**config.mk**
```make
export PLATFORM = sky130hd
export DESIGN_NAME = msc_ctrl
export DESIGN_NICKNAME = d
export VERILOG_FILES = /design/src/rtl/msc_pkg.sv /design/src/rtl/msc_ctrl.sv
export VERILOG_INCLUDE_DIRS = /design/src /design/src/rtl
export SDC_FILE = /design/constraint.sdc
export NUM_CORES = 1
export LEC_CHECK = 0
export BUFFER_PORTS_ARGS = -buffer_cell sky130_fd_sc_hd__clkbuf_2
export CAP_MARGIN = 15
export CORE_AREA = 2 2 39 41
export CTS_CLUSTER_SIZE = 16
export DETAILED_ROUTE_END_ITERATION = 8
export DIE_AREA = 0 0 41 43
export GPL_TIMING_DRIVEN = 0
export PLACE_DENSITY = 0.54
export RECOVER_POWER = 25
export SYNTH_ARGS = -nofsm -noshare
export SYNTH_HDL_FRONTEND = slang
export SYNTH_SLANG_ARGS = --single-unit
export TNS_END_PERCENT = 30
```
**constraint.sdc**
```tcl
create_clock -name clk -period 1.1 [get_ports clk]
set_input_delay 0.055 -clock clk [delete_from_list [all_inputs] [get_ports clk]]
set_output_delay 0.055 -clock clk [all_outputs]
set_load 0.01 [all_outputs]
```
**src/rtl/max_segment_cut_count_macros.svh**
```systemverilog
// ----------------------------------------------------------------------------
// max_segment_cut_count_macros
// Assertion macros used by the cut-count sequencer; empty when SYNTH is set.
// ----------------------------------------------------------------------------
`ifndef MAX_SEGMENT_CUT_COUNT_MACROS_SVH
`define MAX_SEGMENT_CUT_COUNT_MACROS_SVH

`ifndef SYNTH

// same-cycle implication
`define MSC_ASSERT_IMP(label, clk, rst_n, ante, cons) \
    label: assert property (@(posedge clk) disable iff (!rst_n) (ante) |-> (cons)) \
        else $error("msc assertion failed");

// next-cycle implication
`define MSC_ASSERT_NXT(label, clk, rst_n, ante, cons) \
    label: assert property (@(posedge clk) disable iff (!rst_n) (ante) |=> (cons)) \
        else $error("msc assertion failed");

`else

`define MSC_ASSERT_IMP(label, clk, rst_n, ante, cons)
`define MSC_ASSERT_NXT(label, clk, rst_n, ante, cons)

`endif

`endif

```
**src/rtl/msc_pkg.sv**
```systemverilog
// ----------------------------------------------------------------------------
// msc_pkg
// Shared widths and controller/datapath interface types.
// ----------------------------------------------------------------------------
`timescale 1ns / 1ps

package msc_pkg;

    localparam int LEN_W   = 10;
    localparam int COUNT_W = 10;
    localparam int ENTRY_W = COUNT_W + 1;   // valid bit on top of the count

    // controller -> datapath commands
    typedef struct packed {
        logic load;      // latch query word
        logic zero;      // write entry 0, seed result
        logic iss_a;     // read for len_a, write back previous entry
        logic iss_b;     // read for len_b, fold len_a data
        logic iss_c;     // read for len_c, fold len_b data
        logic fin;       // fold len_c data, write last entry, set result
        logic out_load;  // move result into output registers
    } ctrl_cmd_t;

    // datapath -> controller status
    typedef struct packed {
        logic over;        // incoming total beyond table range
        logic total_zero;  // latched total is 0
        logic last;        // index has reached the total
    } dp_stat_t;

endpackage

```
**src/rtl/msc_ctrl.sv**
```systemverilog
// ----------------------------------------------------------------------------
// msc_ctrl
// Sequencer: three table reads per entry, then result hand-off.
// ----------------------------------------------------------------------------
`timescale 1ns / 1ps
`include "max_segment_cut_count_macros.svh"

module msc_ctrl
    import msc_pkg::*;
(
    input  logic      clk,
    input  logic      rst_n,
    input  logic      in_valid,
    output logic      in_ready,
    output logic      out_valid,
    input  logic      out_ready,
    input  dp_stat_t  stat,
    output ctrl_cmd_t cmd
);

    localparam logic [2:0] S_IDLE = 3'd0;
    localparam logic [2:0] S_ZERO = 3'd1;
    localparam logic [2:0] S_A    = 3'd2;
    localparam logic [2:0] S_B    = 3'd3;
    localparam logic [2:0] S_C    = 3'd4;
    localparam logic [2:0] S_FIN  = 3'd5;
    localparam logic [2:0] S_DONE = 3'd6;

    logic [2:0] state_reg, state_next;
    logic       out_valid_reg, out_valid_next;

    always_comb
    begin
        state_next = state_reg;
        cmd        = '0;
        in_ready   = 1'b0;
        case (state_reg)
            S_IDLE:
            begin
                in_ready = 1'b1;
                if (in_valid)
                begin
                    cmd.load   = 1'b1;
                    state_next = stat.over ? S_DONE : S_ZERO;
                end
            end
            S_ZERO:
            begin
                cmd.zero   = 1'b1;
                state_next = stat.total_zero ? S_DONE : S_A;
            end
            S_A:
            begin
                cmd.iss_a  = 1'b1;
                state_next = S_B;
            end
            S_B:
            begin
                cmd.iss_b  = 1'b1;
                state_next = S_C;
            end
            S_C:
            begin
                cmd.iss_c  = 1'b1;
                state_next = stat.last ? S_FIN : S_A;
            end
            S_FIN:
            begin
                cmd.fin    = 1'b1;
                state_next = S_DONE;
            end
            S_DONE:
            begin
                if (!out_valid_reg || out_ready)
                begin
                    cmd.out_load = 1'b1;
                    state_next   = S_IDLE;
                end
            end
            default:
            begin
                state_next = S_IDLE;
            end
        endcase
    end

    always_comb
    begin
        out_valid_next = out_valid_reg;
        if (cmd.out_load)
        begin
            out_valid_next = 1'b1;
        end
        else if (out_ready)
        begin
            out_valid_next = 1'b0;
        end
    end

    always_ff @(posedge clk or negedge rst_n)
    begin
        if (!rst_n)
        begin
            state_reg     <= S_IDLE;
            out_valid_reg <= 1'b0;
        end
        else
        begin
            state_reg     <= state_next;
            out_valid_reg <= out_valid_next;
        end
    end

    assign out_valid = out_valid_reg;

    `MSC_ASSERT_NXT(a_accept_leaves_idle, clk, rst_n, in_valid && in_ready, state_reg != S_IDLE)
    `MSC_ASSERT_NXT(a_entry_loops, clk, rst_n, state_reg == S_C && !stat.last, state_reg == S_A)
    `MSC_ASSERT_IMP(a_one_step, clk, rst_n, 1'b1, $onehot0({cmd.zero, cmd.iss_a, cmd.iss_b, cmd.iss_c, cmd.fin}))
    `MSC_ASSERT_IMP(a_no_overwrite, clk, rst_n, cmd.out_load, !out_valid_reg || out_ready)

endmodule

```
==> run_results.csv <==
group,metric,value,unit
clocking,clock_path_buffers,2,
clocking,cts-root-buf,"clkbuf_4",
global_route,met1_usage,16.1,%
floorplan,row_count,14,
setup_path,r2r_cells,4,
route,vias_per_cell,4.76,
global_route,grt_pass1_vias,332,
setup_path,start_kind,"register",
final_layout,nFillCells,142,
floorplan,pin_count,16,
global_route,overflow,0,
timing,setup_viol,8,
timing,drv_slew,0,
setup_path,path_max_fanout,3,
yosys,syn-num-nets,45,
setup_path,arrival,1.53,ns
yosys,synth_warnings,0,
clocking,clkSinkCount,4,
yosys,synthDistinctLibCells,24,
global_route,use_met3,4.71,%
floorplan,core,1380,um2
placed_design,dp_hpwl,575,um
final_layout,fin_util,42.5,%
route,routed_wl,908,um
timing,min_period_over_period,123,%
global_route,met2_usage,17.2,%
clocking,cts_tree,"built",
final_layout,num-nets-final,73,
placed_design,portBuffers,15,
final_layout,syn2layout_area_growth,81.5,%
min_path,holdPathStages,3,
clocking,clk_latency,0.24,ns
yosys,ys_seq_elements,4,
final_layout,multi_input_area,238,um2
final_layout,register_area,103,um2
floorplan,die_h,43,um
clocking,path_clk_slew,0.04,ns
clocking,numCtsBuffers,3,
route,vias,381,
timing,fin_crit,1.35,ns
yosys,syn_inst,38,
pwr,irDropWorstVdd,1230,uV
final_layout,final_cell_mix,"clkbuf_2, buf_6, buf_2",
floorplan,dieWidth,41,um
timing,relSlewSlack,86.0,%
final_layout,num_antenna_cells,0,
timing,worstMarginPinSlew,0.210,ns
final_layout,layout-drive-gt1-share,64.1,%
final_layout,largest_register_ffs,3,
setup_path,end_kind,"register",
yosys,netlist_area,324,um2
pwr,cellPowerDensity,2940,nW/um2
global_route,busiest_layer,"met2",
min_path,hold_class,"in2reg",
timing,finalWorstSetupSlack,-0.252,ns
global_route,grt_max_degree,11,
clocking,cts_max_level,1,
timing,timing.fmax,0.740,GHz
global_route,antenna_found_initial,0,
route,drtIter0Drc,9,
floorplan,dieArea,1760,um2
route,wl_per_cell,11.4,um
timing,finalHoldViolCount,0,
yosys,syn_avg_cell_area,8.53,um2
run_status,outcome,"complete, but fails checks",
timing,finClkSkew,0.00412,ns
run_status,violations,"setup timing",
setup_path,worstSetupPathType,"reg2reg",
placed_design,place_area,434,um2
pwr,p_leak,0.282,nW
setup_path,cp.required,1.27,ns
floorplan,start_util,23.4,%
placed_design,gp_congestion,0.699,
job,maxCapViolCount,0,
pwr,total_power,1.73,mW
final_layout,final_common_cell,"clkbuf_2",
global_route,grt_pass1_wl,1460,um
route,drtAntennaViolNets,0,
route,drc_errors,0,
route,drt_first_pass_iters,4,
yosys,seq_area_frac_synth,30.9,%
timing,hold_slack,0.134,ns
timing,rsz0062_at_grt,"true",
final_layout,finish.instance_area,588,um2
global_route,grtUsageTotal,12.3,%
## worst max-delay path: stages, from the launching register on
cell and delay [ns]:
dfrtp_2 0.41, buf_4 0.14, or3b_1 0.33, a32oi_1 0.20
o221a_2 0.21
## stage by stage
stage | setup slack (ns) | setup TNS [ns] | instances
global placement | -0.219 | -0.697 | 69
global route | -0.286 | -1.78 | 80
finish | -0.252 | -1.25 | 80
detailed placement | -0.198 | -0.644 | 69
CTS | -0.231 | -1.15 | 78
floorplan | -0.0679 | -0.0883 | 38
## routing by layer
layer / wire length, um / vias to the layer above
met2: 498 / 11
li1: - / 191
met4: 0 / 0
met1: 358 / 179
met5: 0 / -
met3: 50 / 0
## area by class of cell
class | instances | area share [%]
plain buffers | 3 | 6.17
clock buffers | 3 | 3.83
inverters | 2 | 1.28
multi-input cells | 28 | 40.4
flip-flops and latches | 4 | 17.4
well taps | 16 | 3.40
repair buffers | 24 | 27.4
## Yosys cell counts, drive strengths merged
library cell | instances | share of area [%]
clkbuf | 1 | 1.2
a21boi | 1 | 2.3
a221oi | 1 | 2.7
and2 | 1 | 1.9
buf | 3 | 8.1
o21ai | 1 | 1.5
nand2 | 1 | 1.2
mux2i | 1 | 3.1
nor3 | 2 | 3.1
nor2b | 3 | 5.8
nor2 | 3 | 3.5
a21oi | 2 | 3.1
inv | 2 | 2.3
o22a | 1 | 2.7
nand3b | 2 | 4.6
nor3b | 2 | 4.6
a22o | 1 | 2.7
and3 | 1 | 1.9
o221a | 1 | 3.5
a32oi | 1 | 2.7
or3b | 1 | 2.7
nand2b | 2 | 3.9
dfrtp | 4 | 31
## repair_timing
action	4_1_cts	5_1_grt
resized for setup	12	14
endpoints found under the setup margin	11	10
pin swaps	3	3
gates cloned	0	0
buffers inserted	6	2
hold buffers	1	0
endpoints found under the hold margin	4	0
## power breakdown
part | internal [mW] | total (mW) | switching [mW]
Combinational | 0.701 | 1.25 | 0.547
Sequential | 0.228 | 0.300 | 0.0720
Clock | 0.122 | 0.182 | 0.0595
## worst paths after layout
path,to,startpoint,slack (ns)
min in group asynchronous,state_reg[2],rst_n,0.18
max reg2reg,state_reg[2],state_reg[0],-0.25
max,state_reg[2],state_reg[0],-0.25
max in group asynchronous,state_reg[1],rst_n,0.72
min reg2reg,out_valid,out_valid,0.55
min,state_reg[0],stat[0],0.13
## cell families (layout without fill, tap and decap cells)
logic type | after synthesis | after routing | share of synthesized area (%)
buffers and inverters | 6 | 32 | 11.6
multiplexers | 1 | 1 | 3.09
AO/OA/AOI/OAI | 9 | 9 | 21.2
AND/OR/NAND/NOR | 18 | 18 | 33.2
flip-flops | 4 | 4 | 30.9
(Power assumes the default switching activity.)
